==> config.mk <==
export PLATFORM = sky130hd
export DESIGN_NAME = piecewise_linear_interpolator
export DESIGN_NICKNAME = d
export VERILOG_FILES = /design/src/plin_pkg.sv /design/src/plin_ram.sv /design/src/plin_div.sv /design/src/piecewise_linear_interpolator.sv
export SDC_FILE = /design/constraint.sdc
export NUM_CORES = 2
export LEC_CHECK = 0
export ABC_AREA = 1
export CAP_MARGIN = 20
export CELL_PAD_IN_SITES_DETAIL_PLACEMENT = 0
export CELL_PAD_IN_SITES_GLOBAL_PLACEMENT = 1
export CORE_MARGIN = 1.5
export CORE_UTILIZATION = 42
export DETAILED_ROUTE_END_ITERATION = 6
export DONT_BUFFER_PORTS = 1
export PLACE_DENSITY_LB_ADDON = 0.1
export SLEW_MARGIN = 5
export SYNTH_ARGS = -nofsm -noshare
export SYNTH_HDL_FRONTEND = slang
export SYNTH_SLANG_ARGS = --single-unit
==> constraint.sdc <==
create_clock -name aclk -period 10.62 [get_ports aclk]
set_clock_uncertainty 0.05 [all_clocks]
set_input_delay 0.531 -clock aclk [delete_from_list [all_inputs] [get_ports aclk]]
set_output_delay 0.531 -clock aclk [all_outputs]
set_load 0.02 [all_outputs]
==> src/plin_pkg.sv <==
package plin_pkg;

    // fixed field widths of the request index and of point_count
    localparam int INDEX_BITS = 4;
    localparam int COUNT_BITS = 5;

    // point_count after reset
    localparam logic [COUNT_BITS-1:0] COUNT_RESET = 5'd2;

    // request kinds carried on tuser
    localparam logic MODE_LOAD = 1'b0;
    localparam logic MODE_EVAL = 1'b1;

    // divider status seen by the sequencer
    typedef struct packed {
        logic busy;
        logic done;
    } div_stat_t;

endpackage

==> src/plin_ram.sv <==
module plin_ram #(
    parameter int WIDTH = 48,
    parameter int DEPTH = 16,
    parameter int AW    = 4
) (
    input  logic             aclk,
    input  logic             wr_en,
    input  logic [AW-1:0]    wr_addr,
    input  logic [WIDTH-1:0] wr_data,
    input  logic [AW-1:0]    rd_addr,
    output logic [WIDTH-1:0] rd_data
);

    logic [WIDTH-1:0] mem_reg [DEPTH];
    logic [WIDTH-1:0] rd_data_reg;

    // one write port
    always_ff @(posedge aclk) begin
        if (wr_en) begin
            mem_reg[wr_addr] <= wr_data;
        end
    end

    // one read port, registered data
    always_ff @(posedge aclk) begin
        rd_data_reg <= mem_reg[rd_addr];
    end

    assign rd_data = rd_data_reg;

endmodule

==> src/plin_div.sv <==
module plin_div
    import plin_pkg::*;
#(
    parameter int NW = 50,
    parameter int DW = 25
) (
    input  logic                 aclk,
    input  logic                 aresetn,
    input  logic                 start,
    input  logic signed [NW-1:0] num,
    input  logic signed [DW-1:0] den,
    output div_stat_t            stat,
    output logic signed [NW-1:0] quot
);

    localparam int CW = $clog2(NW + 1);

    localparam logic [1:0] D_IDLE = 2'd0;
    localparam logic [1:0] D_RUN  = 2'd1;
    localparam logic [1:0] D_SIGN = 2'd2;

    logic [1:0]           state_reg, state_next;
    logic [CW-1:0]        cnt_reg, cnt_next;
    logic [NW-1:0]        acc_reg, acc_next;
    logic [DW-1:0]        rem_reg, rem_next;
    logic [DW-1:0]        dmag_reg, dmag_next;
    logic                 neg_reg, neg_next;
    logic signed [NW-1:0] quot_reg, quot_next;
    logic                 done_reg, done_next;

    logic [NW-1:0] num_mag;
    logic [DW-1:0] den_mag;
    logic [DW:0]   trial;
    logic          fits;

    // operand magnitudes
    assign num_mag = num[NW-1] ? (~num + 1'b1) : num;
    assign den_mag = den[DW-1] ? (~den + 1'b1) : den;

    // restoring step: one quotient bit per cycle
    assign trial = {rem_reg, acc_reg[NW-1]};
    assign fits  = (trial >= {1'b0, dmag_reg});

    always_comb begin
        state_next = state_reg;
        cnt_next   = cnt_reg;
        acc_next   = acc_reg;
        rem_next   = rem_reg;
        dmag_next  = dmag_reg;
        neg_next   = neg_reg;
        quot_next  = quot_reg;
        done_next  = 1'b0;
        unique case (state_reg)
            D_IDLE: begin
                if (start) begin
                    acc_next   = num_mag;
                    dmag_next  = den_mag;
                    rem_next   = '0;
                    neg_next   = num[NW-1] ^ den[DW-1];
                    cnt_next   = CW'(NW);
                    state_next = D_RUN;
                end
            end
            D_RUN: begin
                rem_next = fits ? DW'(trial - {1'b0, dmag_reg}) : DW'(trial);
                acc_next = {acc_reg[NW-2:0], fits};
                cnt_next = cnt_reg - 1'b1;
                if (cnt_reg == CW'(1)) begin
                    state_next = D_SIGN;
                end
            end
            D_SIGN: begin
                quot_next  = neg_reg ? (~acc_reg + 1'b1) : acc_reg;
                done_next  = 1'b1;
                state_next = D_IDLE;
            end
            default: begin
                state_next = D_IDLE;
            end
        endcase
    end

    always_ff @(posedge aclk) begin
        if (!aresetn) begin
            state_reg <= D_IDLE;
            done_reg  <= 1'b0;
        end else begin
            state_reg <= state_next;
            done_reg  <= done_next;
        end
    end

    always_ff @(posedge aclk) begin
        cnt_reg  <= cnt_next;
        acc_reg  <= acc_next;
        rem_reg  <= rem_next;
        dmag_reg <= dmag_next;
        neg_reg  <= neg_next;
        quot_reg <= quot_next;
    end

    assign stat.busy = (state_reg != D_IDLE);
    assign stat.done = done_reg;
    assign quot      = quot_reg;

endmodule

==> src/piecewise_linear_interpolator.sv <==
// Piecewise linear interpolator over a table of up to MAX_POINTS breakpoints.
// Input stream (s_*): tuser selects the request kind. A load request writes
// breakpoint (point_x, point_y) into slot point_index and returns nothing; a
// slot at or above MAX_POINTS is dropped. An evaluate request returns one
// y_value on the output stream (m_*), clamped to the end points outside the
// table and linearly interpolated inside it, truncating toward zero.
// Config channel (cfg_*): sets point_count; write it only while idle.
// A load never closes the input. With n the point_count limited to 1..MAX_POINTS,
// an evaluate closes the input until its result is in the output register. Its
// time is set by the table scan (one memory read per breakpoint, at most n)
// and the serial divider (one quotient bit per cycle over 2*VALUE_BITS + 2
// bits). A query clamped below the first x skips the scan and the divider.
// Results return in request order. The result sits in an output register, so
// a new request is taken while the previous result waits; when m_tready is
// low and a second result is ready, the block holds it and accepts nothing.
// Reset (aresetn low, synchronous) clears the control state and sets
// point_count to 2; the breakpoint table keeps no defined reset contents.
module piecewise_linear_interpolator
    import plin_pkg::*;
#(
    parameter int MAX_POINTS = 16,
    parameter int VALUE_BITS = 24,
    localparam int IN_W  = ((INDEX_BITS + 3 * VALUE_BITS + 7) / 8) * 8,
    localparam int OUT_W = ((VALUE_BITS + 7) / 8) * 8
) (
    input  logic                  aclk,
    input  logic                  aresetn,
    // request channel
    input  logic                  s_tvalid,
    output logic                  s_tready,
    input  logic [IN_W-1:0]       s_tdata,  // point_index, point_x, point_y, query_x
    input  logic                  s_tuser,  // mode
    // result channel
    output logic                  m_tvalid,
    input  logic                  m_tready,
    output logic [OUT_W-1:0]      m_tdata,  // y_value
    // configuration
    input  logic                  cfg_valid,
    output logic                  cfg_ready,
    input  logic [COUNT_BITS-1:0] cfg_data  // point_count
);

    localparam int VB = VALUE_BITS;
    localparam int AW = (MAX_POINTS > 1) ? $clog2(MAX_POINTS) : 1;
    localparam int PW = 2 * VB + 2;
    localparam int SW = PW + 1;

    localparam logic signed [SW-1:0] Y_MAX = {{(SW-VB+1){1'b0}}, {(VB-1){1'b1}}};
    localparam logic signed [SW-1:0] Y_MIN = {{(SW-VB+1){1'b1}}, {(VB-1){1'b0}}};

    localparam logic [2:0] ST_IDLE  = 3'd0;
    localparam logic [2:0] ST_FIRST = 3'd1;
    localparam logic [2:0] ST_SCAN  = 3'd2;
    localparam logic [2:0] ST_MUL   = 3'd3;
    localparam logic [2:0] ST_DIVS  = 3'd4;
    localparam logic [2:0] ST_DIVW  = 3'd5;
    localparam logic [2:0] ST_ADD   = 3'd6;
    localparam logic [2:0] ST_OUT   = 3'd7;

    logic [2:0]            state_reg, state_next;
    logic [COUNT_BITS-1:0] count_reg, count_next;
    logic [COUNT_BITS-1:0] n_reg, n_next;
    logic [COUNT_BITS-1:0] k_reg, k_next;
    logic signed [VB-1:0]  qx_reg, qx_next;
    logic signed [VB-1:0]  xl_reg, xl_next, yl_reg, yl_next;
    logic signed [VB-1:0]  xr_reg, xr_next, yr_reg, yr_next;
    logic signed [PW-1:0]  prod_reg, prod_next;
    logic signed [VB:0]    den_reg, den_next;
    logic [VB-1:0]         res_reg, res_next;
    logic                  m_tvalid_reg, m_tvalid_next;
    logic [VB-1:0]         m_data_reg, m_data_next;

    // request fields
    logic [INDEX_BITS-1:0] in_index;
    logic signed [VB-1:0]  in_px, in_py, in_qx;
    logic                  s_accept;
    logic                  wr_en;

    // table access
    logic [AW-1:0]         rd_addr;
    logic [2*VB-1:0]       rd_data;
    logic signed [VB-1:0]  rd_x, rd_y;

    // arithmetic
    logic [COUNT_BITS-1:0] n_clamp;
    logic signed [VB:0]    dy, dx, den_c;
    logic signed [SW-1:0]  sum;
    logic                  div_start;
    div_stat_t             div_stat;
    logic signed [PW-1:0]  div_quot;

    assign in_index = s_tdata[INDEX_BITS-1:0];
    assign in_px    = s_tdata[INDEX_BITS +: VB];
    assign in_py    = s_tdata[INDEX_BITS + VB +: VB];
    assign in_qx    = s_tdata[INDEX_BITS + 2 * VB +: VB];

    assign s_tready = (state_reg == ST_IDLE);
    assign s_accept = s_tvalid && s_tready;
    assign wr_en    = s_accept && (s_tuser == MODE_LOAD) && (32'(in_index) < MAX_POINTS);

    assign cfg_ready = 1'b1;

    // breakpoint table: {y, x} per slot
    plin_ram #(
        .WIDTH (2 * VB),
        .DEPTH (MAX_POINTS),
        .AW    (AW)
    ) u_ram (
        .aclk    (aclk),
        .wr_en   (wr_en),
        .wr_addr (AW'(in_index)),
        .wr_data ({in_py, in_px}),
        .rd_addr (rd_addr),
        .rd_data (rd_data)
    );

    assign rd_x = rd_data[VB-1:0];
    assign rd_y = rd_data[2*VB-1:VB];

    // read slot 0 on accept, slot 1 after it, then one ahead of the scan
    always_comb begin
        case (state_reg)
            ST_IDLE:  rd_addr = '0;
            ST_FIRST: rd_addr = AW'(1);
            default:  rd_addr = AW'(k_reg + 1'b1);
        endcase
    end

    // count out of range: zero acts as one, large values as the table depth
    always_comb begin
        if (count_reg == '0) begin
            n_clamp = COUNT_BITS'(1);
        end else if (32'(count_reg) > MAX_POINTS) begin
            n_clamp = COUNT_BITS'(MAX_POINTS);
        end else begin
            n_clamp = count_reg;
        end
    end

    // segment differences
    assign dy    = (VB+1)'(yr_reg) - (VB+1)'(yl_reg);
    assign dx    = (VB+1)'(qx_reg) - (VB+1)'(xl_reg);
    assign den_c = (VB+1)'(xr_reg) - (VB+1)'(xl_reg);

    assign sum = SW'(yl_reg) + SW'(div_quot);

    assign div_start = (state_reg == ST_DIVS);

    plin_div #(
        .NW (PW),
        .DW (VB + 1)
    ) u_div (
        .aclk    (aclk),
        .aresetn (aresetn),
        .start   (div_start),
        .num     (prod_reg),
        .den     (den_reg),
        .stat    (div_stat),
        .quot    (div_quot)
    );

    // sequencer
    always_comb begin
        state_next    = state_reg;
        count_next    = count_reg;
        n_next        = n_reg;
        k_next        = k_reg;
        qx_next       = qx_reg;
        xl_next       = xl_reg;
        yl_next       = yl_reg;
        xr_next       = xr_reg;
        yr_next       = yr_reg;
        prod_next     = prod_reg;
        den_next      = den_reg;
        res_next      = res_reg;
        m_tvalid_next = m_tvalid_reg;
        m_data_next   = m_data_reg;

        if (cfg_valid && cfg_ready) begin
            count_next = cfg_data;
        end

        if (m_tvalid_reg && m_tready) begin
            m_tvalid_next = 1'b0;
        end

        unique case (state_reg)
            ST_IDLE: begin
                if (s_accept && (s_tuser == MODE_EVAL)) begin
                    qx_next    = in_qx;
                    n_next     = n_clamp;
                    state_next = ST_FIRST;
                end
            end
            ST_FIRST: begin
                xl_next = rd_x;
                yl_next = rd_y;
                k_next  = COUNT_BITS'(1);
                if ((qx_reg < rd_x) || (n_reg == COUNT_BITS'(1))) begin
                    res_next   = rd_y;
                    state_next = ST_OUT;
                end else begin
                    state_next = ST_SCAN;
                end
            end
            ST_SCAN: begin
                if (qx_reg <= rd_x) begin
                    xr_next = rd_x;
                    yr_next = rd_y;
                    if (qx_reg == xl_reg) begin
                        res_next   = yl_reg;
                        state_next = ST_OUT;
                    end else begin
                        state_next = ST_MUL;
                    end
                end else if (k_reg == n_reg - 1'b1) begin
                    // past the last breakpoint
                    res_next   = rd_y;
                    state_next = ST_OUT;
                end else begin
                    xl_next = rd_x;
                    yl_next = rd_y;
                    k_next  = k_reg + 1'b1;
                end
            end
            ST_MUL: begin
                prod_next = PW'(dy) * PW'(dx);
                den_next  = den_c;
                if (den_c == '0) begin
                    res_next   = yl_reg;
                    state_next = ST_OUT;
                end else begin
                    state_next = ST_DIVS;
                end
            end
            ST_DIVS: begin
                state_next = ST_DIVW;
            end
            ST_DIVW: begin
                if (div_stat.done) begin
                    state_next = ST_ADD;
                end
            end
            ST_ADD: begin
                if (sum > Y_MAX) begin
                    res_next = VB'(Y_MAX);
                end else if (sum < Y_MIN) begin
                    res_next = VB'(Y_MIN);
                end else begin
                    res_next = VB'(sum);
                end
                state_next = ST_OUT;
            end
            ST_OUT: begin
                if (!m_tvalid_reg || m_tready) begin
                    m_tvalid_next = 1'b1;
                    m_data_next   = res_reg;
                    state_next    = ST_IDLE;
                end
            end
            default: begin
                state_next = ST_IDLE;
            end
        endcase
    end

    // control state
    always_ff @(posedge aclk) begin
        if (!aresetn) begin
            state_reg    <= ST_IDLE;
            count_reg    <= COUNT_RESET;
            m_tvalid_reg <= 1'b0;
        end else begin
            state_reg    <= state_next;
            count_reg    <= count_next;
            m_tvalid_reg <= m_tvalid_next;
        end
    end

    // datapath
    always_ff @(posedge aclk) begin
        n_reg      <= n_next;
        k_reg      <= k_next;
        qx_reg     <= qx_next;
        xl_reg     <= xl_next;
        yl_reg     <= yl_next;
        xr_reg     <= xr_next;
        yr_reg     <= yr_next;
        prod_reg   <= prod_next;
        den_reg    <= den_next;
        res_reg    <= res_next;
        m_data_reg <= m_data_next;
    end

    assign m_tvalid = m_tvalid_reg;
    assign m_tdata  = OUT_W'(m_data_reg);

`ifndef SYNTHESIS
    // an evaluate request closes the input until its result is parked
    assert property (@(posedge aclk) disable iff (!aresetn)
        (s_accept && (s_tuser == MODE_EVAL)) |=> !s_tready)
        else $error("input open during evaluation");

    // a load never stalls the input
    assert property (@(posedge aclk) disable iff (!aresetn)
        (s_accept && (s_tuser == MODE_LOAD)) |=> s_tready)
        else $error("load stalled the input");

    // divider is only started when free
    assert property (@(posedge aclk) disable iff (!aresetn)
        div_start |-> !div_stat.busy)
        else $error("divider started while busy");

    // scan index stays inside the active table
    assert property (@(posedge aclk) disable iff (!aresetn)
        (state_reg == ST_SCAN) |-> (k_reg < n_reg))
        else $error("scan ran past point_count");

    // a new result only appears from the output state
    assert property (@(posedge aclk) disable iff (!aresetn)
        $rose(m_tvalid) |-> ($past(state_reg) == ST_OUT))
        else $error("result raised outside output state");
`endif

endmodule
==> impl_results.md <==
- Commonest cells post-synth: nand2_1, inv_1, edfxtp_1
- Synth Register Bits: 1,238
- Antenna-violating nets left: 0
- CP dominant cell by count: fa_1
- Hold_sp: s_tvalid
- Post-Synthesis Cells: 8,411
- Largest net degree at the start of global routing: 202
- First-pass GRT wire length: 386,000 um
- Tmin final: 10.03 ns
- TritonCTS clock tree: done
- GP Congestion: 0.934
- First-pass detailed-route iteration total: 6
- Starting Density: 42.4%
- Initial antenna violation count: 16
- Hold buffers post-CTS: 86
- Crit Path Max Fanout: 10
- Largest buffer count on any clock path: 3
- Post-synth EDFFs: 1,178
- Drt wl/cell: 23.1 um
- Clock sinks: 1,238
- Worst hold path class: primary input to register
- Start of the worst register-to-register path: xl_reg[0]
- Critical Path AT: 10.51 ns
- Reg2Reg Depth: 38
- Detail Placement HPWL: 191,000 um
- Total GRT Usage: 26.4%
- Die area: 200,000 um2
- CP max stage delay: 0.59 ns
- Final Worst Setup Slack: 0.593 ns
- Setup TNS: 0 ns
- Root Driver: clkbuf_16
- Fin crit share: 94.4%
- Main synth FF type: edfxtp_1
- PortBufs: 0
- R2R Setup Slk: 0.59 ns
- Slew HR: 21.0%
- Fin. Hold Viols: 0
- Worst Setup Start Kind: register
- # DRC: 0
- Crit path max-delay family: adder cells
- Area growth syn-to-layout: 10.8%
- CTS resizes: 0
- Vias in the first global route: 58,500
- Vias/cell: 5.17
- Fin. max-slew vios: 0
- Die height: 447 um
- Critical Path Start: xl_reg[0]
- Asr flop ratio synth: 0%
- Unrepaired setup endpoints after global routing: no
- Sequential-to-total area share from yosys stat: 44.2%
- Critical Path Sink: prod_reg[46]
- FF-to-FF End: prod_reg[46]
- Clk slew on worst S/H paths: 0.06 ns
- Slowest CP cell: fa_1
- Postcts setup bufs: 0
- Top-count cell post-synth: nand2_1
- Die Width: 447 um
- Yosys cell types: 70
- Post-synth top area share: 42.7%
- Syn_nets: 9,487
- Fmax: 0.0997 GHz
- Num CTS Buffers: 141
- Placeable core area: 195,000 um2
- Max-cap violations: 0
- Max reg flops: 768
- Placed Instances: 10,900
- Most Used Layer, Global Route: met2
- Iter 0 DRT Violations: 4,072
- Met1 Use GR: 34.4%
- Critical Path End Type: register
- Synth area leader: edfxtp_1
- Clock Latency Late Sink: 0.81 ns
- Synth area leaders: edfxtp_1, fa_1, nand2_1
- Worst slew pin tran: 1.18 ns
- Final setup viols: 0
- Buf/Inv on CP: 6
- Crit path depth: 38
- Finished Layout Cells: 11,200
- Fill cells: 18,700
- Dpl ws: 0.703 ns
- H-tree depth: 4
- I/O pin total: 118
- Status: finished, final reports clean
- Synth warn: 0
- Synth Area per Inst: 9.84 um2
- GR Util met3: 3.04%
- Post-Route WL: 260,000 um
- Share of cells above drive strength 1: 6.07%
- Met2 GRT Util: 45.6%
- # nets final: 9,561
- CP required: 11.10 ns
- WS Path Type: register to register
- Num rows: 162
- Vias: 58,100
- Synthesized cell area: 82,800 um2
- Global route total overflow: 0
- Fin util: 46.9%
[layer usage]
layer	vias up	routed length, um
met2	1297	128000
met3	329	10600
met1	28900	112000
li1	27500	-
met4	2	9310
met5	-	12
[cell usage in the layout, fill, tap and decap left out, types with 13 or more instances in the layout]
cell type      Yosys  final
nand2_1         1600   1599
inv_1           1565   1563
edfxtp_1        1178   1178
fa_1             663    662
o21ai_0          612    612
nor2_1           599    572
a21oi_1          420    419
ha_1             322    322
xor2_1           170    158
clkbuf_16          0    144
nand3_1          131    131
buf_4              8    124
o221ai_1         101    101
mux2i_1           96     96
dlygate4sd3_1      0     86
xnor2_1           87     85
dfxtp_1           60     60
o211ai_1          58     58
nor3_1            58     57
nand4_1           51     51
a31oi_1           40     40
clkbuf_1         209     36
nor2_4            11     34
clkinv_1           7     31
nor2_2            23     27
nor4_1            26     26
inv_2             22     24
a22oi_1           24     24
a21oi_2           23     24
or2_2             22     22
o21bai_1          19     19
nand2_2           18     18
o31ai_1           15     15
clkinv_2           0     14
xor2_2             3     13
[final cells by class]
| type | count | area, um2 | area share (%) |
|---|---|---|---|
| multi-input combinational | 5296 | 39400 | 42.9 |
| sequential | 1238 | 36600 | 39.9 |
| inverter | 1594 | 5990 | 6.53 |
| clock buffer | 184 | 3790 | 4.14 |
| tap | 2624 | 3280 | 3.58 |
| timing repair buffer | 214 | 1870 | 2.04 |
| clock inverter | 68 | 836 | 0.911 |
| antenna | 9 | 22.5 | 0.0246 |
[worst register-to-register path, delay by kind of cell, from the launching register on]
family	cells	cell delay [ns]
adder cells (fa/ha/maj)	10	4.73
AO/OA/AOI/OAI	12	2.31
AND/OR/NAND/NOR	9	1.07
buffers and inverters	6	1.06
flip-flops	1	0.40
XOR/XNOR	1	0.16
[cells by family after synthesis]
kind of cell / after synthesis / share of synthesized area [%]
compound gates: 1374 / 9.54
xor+xnor: 262 / 2.82
fa+ha+maj: 985 / 20.9
buf+inv: 1877 / 8.69
flops: 1238 / 44.2
mux: 96 / 1.16
other cells: 1 / 0.00453
simple gates: 2578 / 12.7
[worst min-delay path by stage]
stage / endpoint / cells past startpoint / slack [ns]
finish: qx_reg[2] / 2 / 0.28
global route: m_tvalid / 3 / 0.25
CTS: qx_reg[13] / 2 / 0.23
detailed placement: xr_reg[2] / 0 / 0.39
global placement: xr_reg[2] / 0 / 0.40
floorplan: m_tdata[0] / 0 / 0.35
[through the flow]
step	hold slack [ns]	instance area, um2
after global routing	0.250	91700
final	0.275	91700
after CTS	0.233	91700
after detailed placement	0.392	86200
after floorplan	0.350	82800
after global placement	0.396	86200
Power is left out: the tool's default activity adds up to more than one toggle a clock period on the data nets, which glitch-free logic cannot reach.
